$ cat src/design/qte_pkg.sv
// ----------------------------------------------------------------------------
// qte_pkg
// Types, widths and constants shared by the quaternion to Euler angle blocks.
// ----------------------------------------------------------------------------
package qte_pkg;

    localparam int FRAC_BITS  = 14;
    localparam int DW         = 16;          // quaternion component width
    localparam int CW         = 40;          // CORDIC vector width
    localparam int ZW         = 28;          // CORDIC angle width, 1/256 centidegree
    localparam int RW         = 63;          // square root datapath width
    localparam int SQRT_STEPS = 32;          // one result bit per stage
    localparam int THR_W      = 14;

    localparam logic signed [ZW-1:0] HALF_TURN = ZW'(4608000);   // 180 deg
    localparam logic signed [14:0]   PITCH_UP  = 15'sd9000;
    localparam logic signed [14:0]   PITCH_DN  = -15'sd9000;

    typedef enum logic [1:0] {
        POLE_NONE  = 2'd0,
        POLE_NORTH = 2'd1,
        POLE_SOUTH = 2'd2
    } pole_t;

    typedef struct packed {
        logic signed [CW-1:0] x;
        logic signed [CW-1:0] y;
        logic signed [ZW-1:0] z;
        logic                 zero;
    } lane_t;

    typedef struct packed {
        logic [RW-1:0] v;
        logic [RW-1:0] r;
    } root_t;

    typedef struct packed {
        pole_t                pc;
        logic signed [CW-1:0] pitch_y;
        logic signed [CW-1:0] yaw_y;
        logic signed [CW-1:0] yaw_x;
        logic signed [CW-1:0] roll_y;
        logic signed [CW-1:0] roll_x;
    } side_t;

    // atan(2^-n) in 1/256 centidegree
    function automatic logic signed [ZW-1:0] arc_entry(input int n);
        logic signed [ZW-1:0] a;
        case (n)
            0:  a = ZW'(1152000);
            1:  a = ZW'(680065);
            2:  a = ZW'(359328);
            3:  a = ZW'(182400);
            4:  a = ZW'(91554);
            5:  a = ZW'(45822);
            6:  a = ZW'(22916);
            7:  a = ZW'(11459);
            8:  a = ZW'(5730);
            9:  a = ZW'(2865);
            10: a = ZW'(1432);
            11: a = ZW'(716);
            12: a = ZW'(358);
            13: a = ZW'(179);
            14: a = ZW'(90);
            15: a = ZW'(45);
            16: a = ZW'(22);
            17: a = ZW'(11);
            18: a = ZW'(6);
            19: a = ZW'(3);
            20: a = ZW'(1);
            21: a = ZW'(1);
            default: a = '0;
        endcase
        return a;
    endfunction

    // Fold the left half-plane onto the right and seed the angle.
    function automatic lane_t cordic_pre(input logic signed [CW-1:0] y,
                                         input logic signed [CW-1:0] x);
        lane_t l;
        l.zero = (x == '0) && (y == '0);
        if (x < 0) begin
            l.x = -x;
            l.y = -y;
            l.z = (y >= 0) ? HALF_TURN : -HALF_TURN;
        end else begin
            l.x = x;
            l.y = y;
            l.z = '0;
        end
        return l;
    endfunction

    // Round half up to centidegrees.
    function automatic logic signed [ZW-1:0] centi(input logic signed [ZW-1:0] z);
        logic signed [ZW-1:0] s;
        s = z + ZW'(128);
        return s >>> 8;
    endfunction

endpackage

$ cat src/design/qte_cordic_cell.sv
// ----------------------------------------------------------------------------
// qte_cordic_cell
// One vectoring CORDIC micro-rotation with a fixed shift.
// ----------------------------------------------------------------------------
module qte_cordic_cell #(
    parameter int SHIFT = 0
) (
    input  logic           aclk,
    input  logic           en,
    input  qte_pkg::lane_t din,
    output qte_pkg::lane_t dout
);
    import qte_pkg::*;

    localparam logic signed [ZW-1:0] ARC = arc_entry(SHIFT);

    logic signed [CW-1:0] dx, dy;
    lane_t                dout_reg, dout_next;

    always_comb begin
        dx = din.y >>> SHIFT;
        dy = din.x >>> SHIFT;
        dout_next.zero = din.zero;
        // drive y toward zero
        if (din.y > 0) begin
            dout_next.x = din.x + dx;
            dout_next.y = din.y - dy;
            dout_next.z = din.z + ARC;
        end else begin
            dout_next.x = din.x - dx;
            dout_next.y = din.y + dy;
            dout_next.z = din.z - ARC;
        end
    end

    always_ff @(posedge aclk) begin
        if (en) begin
            dout_reg <= dout_next;
        end
    end

    assign dout = dout_reg;

endmodule

$ cat config.mk
export PLATFORM = sky130hd
export DESIGN_NAME = qte_cordic_cell
export DESIGN_NICKNAME = d
export VERILOG_FILES = /design/src/design/qte_pkg.sv /design/src/design/qte_cordic_cell.sv
export SDC_FILE = /design/constraint.sdc
export NUM_CORES = 1
export LEC_CHECK = 0
export CORE_UTILIZATION = 57
export DETAILED_ROUTE_END_ITERATION = 12
export DONT_BUFFER_PORTS = 1
export GPL_ROUTABILITY_DRIVEN = 0
export PLACE_DENSITY = 0.78
export SLEW_MARGIN = 10
export SYNTH_ARGS = -nofsm -noshare
export SYNTH_HDL_FRONTEND = slang
export SYNTH_SLANG_ARGS = --single-unit
$ cat constraint.sdc
create_clock -name aclk -period 5 [get_ports aclk]
set_input_delay 1.25 -clock aclk [delete_from_list [all_inputs] [get_ports aclk]]
set_output_delay 1.25 -clock aclk [all_outputs]
set_load 0.01 [all_outputs]
==> reports/qor.csv <==
metric,value,unit
via count,11014,
hold buffer count at CTS,0,
DRC Markers,0,
die width,144,um
post-synthesis mux area share,0.0158,
Critical Path RT,5130,ps
worst hold margin,970,ps
fmax,0.227,GHz
Leak,4.91,nW
Final Core Density,0.616,
wire length per cell,21.5,um
final cycle utilization of the critical path,0.880,
most frequent cells in the layout,"183 x a21oi_1, 133 x ha_1, 121 x inv_1, 116 x nor2_1, 108 x edfxtp_1",
Yosys cell types,74,
async set-or-reset flop fraction in the synthesized netlist,0,
root buffer cell,clkbuf_16,
Fin Setup TNS,0,ps
status,finished clean,
minimum clock period,4400,ps
clock buffer count from CTS,9,
Max Cap Viol,0,
worst-margin pin slew,887,ps
vias in the first global route,10130,
CP endpoint kind,flop,
post-synthesis cell area,0.0115,mm2
crit path DAT,4530,ps
Pwr Density,271,mW/mm2
Port-buffer cells,0,
area grow syn2layout,5.37,%
xor/xnor share of the synthesized area,0.0695,
Rows,51,
Total Wirelength,35.2,mm
cells after synthesis,1386,
share of cells above drive strength 1,0.0423,
max FFs per register,108,
peak supply drop,0.169,mV
number of flops mapped to enable cells by yosys,108,
Post-Synth Simple-Gate Area,0.154,
Slew HR,0.403,
final hold viol count,0,
largest family of logic cells by synthesized area,compound AO/OA/AOI/OAI gates,
crit-path cells,"nor4_1, buf_4, nand4_1, nor3_1, or2_2, inv_2, ha_1, a21oi_1, nand2b_1, a211oi_1, o31a_1, a41oi_1, o21ai_0, a21oi_1, xnor2_1",
Worst Path Max Fanout,8,
H-tree depth,3,
initial antenna violation count,0,
critical path's slowest cell,nor4_1,
CTS tree,yes,
CTS Buffer Depth,2,
nets,1613,
Placement Setup Slack,215,ps
"commonest non-fill, non-tap cell in the layout",a21oi_1,
DP HPWL,27.4,mm
Die H,144,um
ANT cells,0,
Syn Nets,1634,
HP Class,primary input to flop,
Final Power,3.27,mW
largest net degree at the start of global routing,109,
Yosys warnings,0,
PnR worst setup slack,600,ps
sequential area share after synthesis,0.283,
Ports,220,
RSZ-0062 raised after global routing,no,
Initial DRT Pass Iterations,6,
synthesized-area fraction occupied by adder cells,0.152,
Detailed Route Iter0 Violations,1562,
Worst Path Buf+Inv,2,
first-pass GRT wire length,53.7,mm
post-cts gate resize count,0,
DRT antenna net count,0,
clock-pin slew on the worst setup and hold paths,80,ps
Synth Area in Compound Gates,0.265,
final setup fails,0,
CTS sink count,108,
"Avg Cell Area, Syn",8.27,um2
postcts setup bufs,0,
"Top cell by count, worst path",a21oi_1,
Synth Register Bits,108,
worst setup path class,primary input to flop,
grt total ovfl,0,
core area,0.0196,mm2
dominant synthesized flop cell,edfxtp_1,
Setup crit start kind,primary input,
Total GRT Usage,0.337,
mean number of vias per cell,6.74,
Critical Path Max Stage Delay,370,ps
kind of cell adding the most delay to the critical path,simple AND/OR/NAND/NOR gates,
count of pins over their slew limit,0,
Die Area,0.0207,mm2
starting density of the core,0.585,
[per-layer routing]
layer / share of wire / GRT usage / up-vias
li1: - / - / 4992
met1: 0.40 / 0.436 / 5089
met2: 0.43 / 0.517 / 820
met3: 0.13 / 0.0963 / 113
met4: 0.040 / 0.151 / 0
met5: 0 / 0 / -
[kinds of logic after synthesis]
kind of cell | Yosys count
buf+inv | 182
mux | 18
flops | 108
xor+xnor | 91
fa+ha+maj | 137
simple gates | 370
compound gates | 480
[cell type report]
cell class / instances / area (um2)
clock buffer: 9 / 225
clock inverter: 7 / 103
fill: 1724 / 7510
inverter: 126 / 473
multi-input combinational: 1096 / 7520
sequential: 108 / 3240
tap: 265 / 332
timing repair buffer: 24 / 180
[synthesized netlist by cell type (22+ instances only)]
cell type  instances  area, um2
nand2_1           79        297
nor2_1           116        435
nor4_1            23        144
o21ai_0           93        465
xnor2_1           79        692
inv_1            121        454
nand3_1           27        135
nand2b_1          22        138
a21o_1            27        203
ha_1             133       1660
edfxtp_1         108       3240
a21oi_1          183        916
clkbuf_1          32        120
o21bai_1          31        233
nor3_1            34        170
[report_power, final]
part / leakage (nW) / internal, mW / switching, mW
sequential: 1.06 / 1.20 / 0.137
clock: 0.160 / 0.409 / 0.391
combinational: 3.69 / 0.422 / 0.709
total: 4.91 / 2.03 / 1.24
[final timing paths]
path / from / end / slack, ps / cells after the start
worst max-delay path: din[63] / dout[28]$_DFFE_PP_ / 600 / 15
worst min-delay path: din[3] / dout[3]$_DFFE_PP_ / 970 / 0
[through the flow]
stage | cells | area (um2)
after global placement | 1619 | 11700
after CTS | 1635 | 12100
after floorplan | 1386 | 11500
final | 1635 | 12100
after detailed placement | 1619 | 11700
after global routing | 1635 | 12100
Note: power is estimated with default switching activity, not from simulation.
