**src/design/qte_pkg.sv**
```systemverilog
// ----------------------------------------------------------------------------
// qte_pkg
// Types, widths and constants shared by the quaternion to Euler angle blocks.
// ----------------------------------------------------------------------------
package qte_pkg;

    localparam int FRAC_BITS  = 14;
    localparam int DW         = 16;          // quaternion component width
    localparam int CW         = 40;          // CORDIC vector width
    localparam int ZW         = 28;          // CORDIC angle width, 1/256 centidegree
    localparam int RW         = 63;          // square root datapath width
    localparam int SQRT_STEPS = 32;          // one result bit per stage
    localparam int THR_W      = 14;

    localparam logic signed [ZW-1:0] HALF_TURN = ZW'(4608000);   // 180 deg
    localparam logic signed [14:0]   PITCH_UP  = 15'sd9000;
    localparam logic signed [14:0]   PITCH_DN  = -15'sd9000;

    typedef enum logic [1:0] {
        POLE_NONE  = 2'd0,
        POLE_NORTH = 2'd1,
        POLE_SOUTH = 2'd2
    } pole_t;

    typedef struct packed {
        logic signed [CW-1:0] x;
        logic signed [CW-1:0] y;
        logic signed [ZW-1:0] z;
        logic                 zero;
    } lane_t;

    typedef struct packed {
        logic [RW-1:0] v;
        logic [RW-1:0] r;
    } root_t;

    typedef struct packed {
        pole_t                pc;
        logic signed [CW-1:0] pitch_y;
        logic signed [CW-1:0] yaw_y;
        logic signed [CW-1:0] yaw_x;
        logic signed [CW-1:0] roll_y;
        logic signed [CW-1:0] roll_x;
    } side_t;

    // atan(2^-n) in 1/256 centidegree
    function automatic logic signed [ZW-1:0] arc_entry(input int n);
        logic signed [ZW-1:0] a;
        case (n)
            0:  a = ZW'(1152000);
            1:  a = ZW'(680065);
            2:  a = ZW'(359328);
            3:  a = ZW'(182400);
            4:  a = ZW'(91554);
            5:  a = ZW'(45822);
            6:  a = ZW'(22916);
            7:  a = ZW'(11459);
            8:  a = ZW'(5730);
            9:  a = ZW'(2865);
            10: a = ZW'(1432);
            11: a = ZW'(716);
            12: a = ZW'(358);
            13: a = ZW'(179);
            14: a = ZW'(90);
            15: a = ZW'(45);
            16: a = ZW'(22);
            17: a = ZW'(11);
            18: a = ZW'(6);
            19: a = ZW'(3);
            20: a = ZW'(1);
            21: a = ZW'(1);
            default: a = '0;
        endcase
        return a;
    endfunction

    // Fold the left half-plane onto the right and seed the angle.
    function automatic lane_t cordic_pre(input logic signed [CW-1:0] y,
                                         input logic signed [CW-1:0] x);
        lane_t l;
        l.zero = (x == '0) && (y == '0);
        if (x < 0) begin
            l.x = -x;
            l.y = -y;
            l.z = (y >= 0) ? HALF_TURN : -HALF_TURN;
        end else begin
            l.x = x;
            l.y = y;
            l.z = '0;
        end
        return l;
    endfunction

    // Round half up to centidegrees.
    function automatic logic signed [ZW-1:0] centi(input logic signed [ZW-1:0] z);
        logic signed [ZW-1:0] s;
        s = z + ZW'(128);
        return s >>> 8;
    endfunction

endpackage

```
**src/design/qte_isqrt_cell.sv**
```systemverilog
// ----------------------------------------------------------------------------
// qte_isqrt_cell
// One restoring square root step: settles one result bit.
// ----------------------------------------------------------------------------
module qte_isqrt_cell #(
    parameter int BIT_POS = 62
) (
    input  logic           aclk,
    input  logic           en,
    input  qte_pkg::root_t din,
    output qte_pkg::root_t dout
);
    import qte_pkg::*;

    localparam logic [RW-1:0] BIT_V = RW'(1) << BIT_POS;

    logic [RW-1:0] trial;
    root_t         dout_reg, dout_next;

    always_comb begin
        trial = din.r + BIT_V;
        if (din.v >= trial) begin
            dout_next.v = din.v - trial;
            dout_next.r = (din.r >> 1) + BIT_V;
        end else begin
            dout_next.v = din.v;
            dout_next.r = din.r >> 1;
        end
    end

    always_ff @(posedge aclk) begin
        if (en) begin
            dout_reg <= dout_next;
        end
    end

    assign dout = dout_reg;

endmodule

```
**config.mk**
```make
export PLATFORM = sky130hd
export DESIGN_NAME = qte_isqrt_cell
export DESIGN_NICKNAME = d
export VERILOG_FILES = /design/src/design/qte_pkg.sv /design/src/design/qte_isqrt_cell.sv
export SDC_FILE = /design/constraint.sdc
export NUM_CORES = 1
export LEC_CHECK = 0
export ABC_AREA = 1
export ABC_CLOCK_PERIOD_IN_PS = 1750
export BUFFER_PORTS_ARGS = -buffer_cell sky130_fd_sc_hd__buf_2
export CORE_UTILIZATION = 50
export CTS_CLUSTER_DIAMETER = 60
export DETAILED_ROUTE_END_ITERATION = 6
export PLACE_DENSITY = 0.85
export SLEW_MARGIN = 20
export SYNTH_ARGS = -nofsm -noshare
export SYNTH_HDL_FRONTEND = slang
export SYNTH_SLANG_ARGS = --single-unit
```
**constraint.sdc**
```tcl
create_clock -name aclk -period 1.75 [get_ports aclk]
set_input_delay 0.0875 -clock aclk [delete_from_list [all_inputs] [get_ports aclk]]
set_output_delay 0.0875 -clock aclk [all_outputs]
set_load 0.005 [all_outputs]
```
==> flow_metrics.env, run 1 <==
export IMPL_async_reset_ff_share_pct=0
export IMPL_gr_usage_all_layers_pct=69.25
export IMPL_endpoint_type="sequential cell input"
export IMPL_cts_made_buffers=17
export IMPL_clk_path_buf_depth=2
export IMPL_grt_remaining_overflow=67
export IMPL_h_tree_depth=4
export IMPL_die_y_um=150.5
export IMPL_dp_final_hpwl_um=36650
export IMPL_start_util_pct=51.77
export IMPL_synth_top_cell_area_share_pct=34.33
export IMPL_outcome="stopped before the end"
export IMPL_yosys_warnings=0
export IMPL_netlist_area_um2=11020
export IMPL_cts_sinks=126
export IMPL_die_width_um=150.5
export IMPL_pin_count=254
export IMPL_grt_max_degree=45
export IMPL_stop_error="[ERROR GRT-0232] Routing congestion too high. Check the congestion heatmap in the GUI."
export IMPL_cts_root_buf="clkbuf_16"
export IMPL_synth_cell_types=31
export IMPL_yosys_area_top_type="edfxtp_1"
export IMPL_place_congestion=0.9621
export IMPL_stop_stage="5_1_grt"
export IMPL_yosysMostFrequentCell="nand2_1"
export IMPL_netlist_top_cells_count="nand2_1, inv_1, nand3_1"
export IMPL_synth_seq_cells=126
export IMPL_worstEndpointGrtRepair="dout[104]$_DFFE_PP_/D"
export IMPL_dp_cells=2495
export IMPL_synthCells=1694
export IMPL_synth_fp_nets=1887
export IMPL_portBuffers=253
export IMPL_ys_seq_area_share_pct=34.33
export IMPL_rows=53
export IMPL_synth_area_leaders="edfxtp_1, nand2_1, inv_1"
export IMPL_syn_area_per_cell_um2=6.506
export IMPL_synth_flop_cell="edfxtp_1"
export IMPL_synth_edf_count=126
[layer usage]
| metal | GRT overflow | global-route usage, % |
|---|---|---|
| met1 | 3 | 71.11 |
| met5 | 0 | 10.68 |
| met4 | 22 | 64.65 |
| met3 | 4 | 49.67 |
| met2 | 38 | 89.95 |
[cell families after synthesis]
kind of cell,synth area share [%]
simple gates,39.02
buf+inv,14.85
flops,34.33
fa+ha+maj,7.448
compound gates,1.964
xor+xnor,2.384
[timing repair]
| action | 4_1_cts |
|---|---|
| gates resized for setup | 90 |
| hold endpoints to repair | 77 |
| cloned | 1 |
| buffers inserted | 5 |
| setup endpoints to repair | 63 |
| pin swaps | 8 |
| hold buffers | 77 |
[through the flow]
step                      hold slack, ps  instance area (um2)  worst slack, ps
after CTS                        0.06600                17100            2.322
after detailed placement           279.7                15260           -766.6
after global placement             278.6                15260           -733.3
after floorplan                    186.4                11490           0.1662
==> inputs of run 2 (changes only) <==
- ABC_CLOCK_PERIOD_IN_PS: 1750 -> 2300
- CORE_UTILIZATION: 50 -> 40
- CTS_CLUSTER_DIAMETER: 60 -> unset
- PLACE_DENSITY: 0.85 -> unset
- PLACE_DENSITY_LB_ADDON: unset -> 0.15
- clock period: 1.75 -> 2.3 ns (I/O delays scaled with it)
==> run 2 against run 1 <==
Compared with the run above: the flow now finishes without violations; synthesized area unchanged; synthesized cell count unchanged.
==> flow_metrics.env, run 2 <==
export IMPL_cts_made_buffers=17
export IMPL_routed_wl_um=40900
export IMPL_drv_cap=0
export IMPL_max_slew_margin_pct=68.86
export IMPL_synth_edf_count=126
export IMPL_power_frac_comb_pct=33.5
export IMPL_worstHoldStart="din[122]"
export IMPL_area_delta_synth_final_pct=43.06
export IMPL_outcome="finished, final reports clean"
export IMPL_holdWs_ps=5.012
export IMPL_hp_class="input pin to register"
export IMPL_grt_remaining_overflow=0
export IMPL_rows=60
export IMPL_dpl_cell_area_um2=14280
export IMPL_synth_top_cell_area_share_pct=34.33
export IMPL_finalWorstSetupSlack_ps=128.0
export IMPL_async_reset_ff_share_pct=0
export IMPL_vias_per_cell=4.644
export IMPL_synth_seq_cells=126
export IMPL_whs_endpoint="dout[122]$_DFFE_PP_"
export IMPL_gr_usage_all_layers_pct=29.19
export IMPL_antenna_cells=0
export IMPL_power_density_nw_per_um2=572.3
export IMPL_switching_share_pct=32.60
export IMPL_die_y_um=168.0
export IMPL_synthCells=1694
export IMPL_min_period_ps=2172
export IMPL_yosysMostFrequentCell="nand2_1"
export IMPL_portBuffers=253
export IMPL_grt_first_pass_wirelength_um=62100
export IMPL_finalHoldViolations=0
export IMPL_grt_max_degree=68
export IMPL_largest_reg_flops=126
export IMPL_setup_viol=0
export IMPL_cts_sinks=126
export IMPL_dp_final_hpwl_um=33330
export IMPL_antenna_found_initial=0
export IMPL_yosys_warnings=0
export IMPL_final_cell_mix="nand2_1, inv_1, buf_2"
export IMPL_h_tree_depth=4
export IMPL_place_congestion=0.9846
export IMPL_drt_pass1_iterations=5
export IMPL_vias=12030
export IMPL_cts_root_buf="clkbuf_16"
export IMPL_fin_area_um2=15770
export IMPL_tightest_slew_ps=467.1
export IMPL_cts_tree="built"
export IMPL_p_leak_uw=0.009082
export IMPL_clk_pin_slew_worst_paths_ps=70
export IMPL_rsz0062_at_grt="false"
export IMPL_power_uw=9023
export IMPL_finalMaxSlewViolations=0
export IMPL_power_frac_seq_pct=32.3
export IMPL_nets=2430
export IMPL_drc=0
export IMPL_cts_setup_buffers=0
export IMPL_arrival_ps=2350
export IMPL_netlist_top_cells_count="nand2_1, inv_1, nand3_1"
export IMPL_min_period_over_period_pct=94.43
export IMPL_grt_pass1_vias=11340
export IMPL_peakVddDrop_v=0.0003791
export IMPL_drive_above_1_share_pct=24.59
export IMPL_drt_iter0_drc=954
export IMPL_pin_count=254
export IMPL_endpoint_kind="register"
export IMPL_layout_commonest_cell="nand2_1"
export IMPL_synth_area_leaders="edfxtp_1, nand2_1, inv_1"
export IMPL_clk_path_buf_depth=2
export IMPL_die_width_um=168.0
export IMPL_path_class="input pin to register"
export IMPL_path_max_fanout=14
export IMPL_critPathRequiredTime_ps=2480
export IMPL_synth_cell_types=31
export IMPL_timing_fmax_mhz=460.4
export IMPL_dpl_worst_slack_ps=-268.8
export IMPL_startpoint_type="input pin"
export IMPL_ys_seq_area_share_pct=34.33
export IMPL_holdPathStages=3
export IMPL_p_int_uw=6081
export IMPL_postRouteAntennaNets=0
export IMPL_syn_area_per_cell_um2=6.506
export IMPL_fp_coreArea_um2=27030
export IMPL_tns_ps=0
export IMPL_yosys_area_top_type="edfxtp_1"
export IMPL_pwr_share_clk_pct=34.1
export IMPL_netlist_area_um2=11020
export IMPL_synth_flop_cell="edfxtp_1"
export IMPL_dieArea_um2=28220
export IMPL_start_util_pct=40.78
export IMPL_synth_fp_nets=1887
export IMPL_timing_critical_path_from="din[62]"
export IMPL_post_drt_wl_per_cell_um=15.79
export IMPL_power_switching_uw=2942
==> run 2: worst max-delay path, stage by stage <==
cell and delay (ps):
dlygate4sd3_1 530, buf_2 150, ha_4 280, buf_4 160, nand3_1 200, nor3_2 210
nand4_1 170, nand3_2 140, buf_12 160, buf_12 160, o21ai_0 80
==> run 2: stage by stage <==
step / std cells / util (%)
after floorplan: 1694 / -
after global placement: 2478 / 52.84
after detailed placement: 2478 / 52.84
after CTS: 2590 / 58.22
after global routing: 2590 / 58.34
final: 2590 / 58.34
==> run 2: power groups by stage <==
stage | Sequential, uW | Combinational (uW) | Clock, uW
2_1_floorplan | 3000 | 1430 | 0
3_3_place_gp | 2960 | 2890 | 0
3_5_place_dp | 2960 | 2890 | 0
4_1_cts | 2920 | 3010 | 3130
5_1_grt | 2940 | 3350 | 3190
6_report | 2920 | 3030 | 3080
==> run 2: cell families (layout without fill, tap and decap cells) <==
family | after synthesis | in the layout | share of synthesized area [%]
simple gates | 1016 | 1016 | 39.02
buf+inv | 415 | 970 | 14.85
flops | 126 | 126 | 34.33
fa+ha+maj | 65 | 65 | 7.448
compound gates | 42 | 42 | 1.964
xor+xnor | 30 | 30 | 2.384
==> run 2: layer usage <==
| metal | wire length [um] | share of wire [%] | up-vias | track usage (%) |
|---|---|---|---|---|
| li1 | - | - | 6247 | - |
| met1 | 19670 | 48 | 5345 | 41.12 |
| met2 | 17750 | 43 | 383 | 45.67 |
| met3 | 2418 | 5.9 | 53 | 3.973 |
| met4 | 1055 | 2.6 | 0 | 10.33 |
| met5 | 0 | 0 | - | 0 |
==> run 2: final cells by class <==
class / count / area [um2]
clock buffers: 17 / 425.4
multi-input cells: 1153 / 5640
clock inverters: 14 / 217.7
fillers: 2679 / 11260
inverters: 396 / 1486
well taps: 341 / 426.7
flip-flops and latches: 126 / 3784
repair buffers: 543 / 3786
==> run 2: worst max path at each step <==
stage                                to  slack, ps  cells after the start
floorplan            dout[90]$_DFFE_PP_        400                     16
global placement    dout[123]$_DFFE_PP_       -230                     18
detailed placement  dout[123]$_DFFE_PP_       -270                     18
CTS                 dout[113]$_DFFE_PP_         40                     12
global route        dout[124]$_DFFE_PP_         10                     14
finish               dout[63]$_DFFE_PP_        130                     11
==> run 2: timing repair <==
| action | 4_1_cts | 5_1_grt |
|---|---|---|
| resized for setup | 0 | 6 |
| endpoints found under the setup margin | 0 | 63 |
| hold endpoints to repair | 81 | 0 |
| hold buffers | 81 | 0 |
Power figures use the tool's default switching activity.
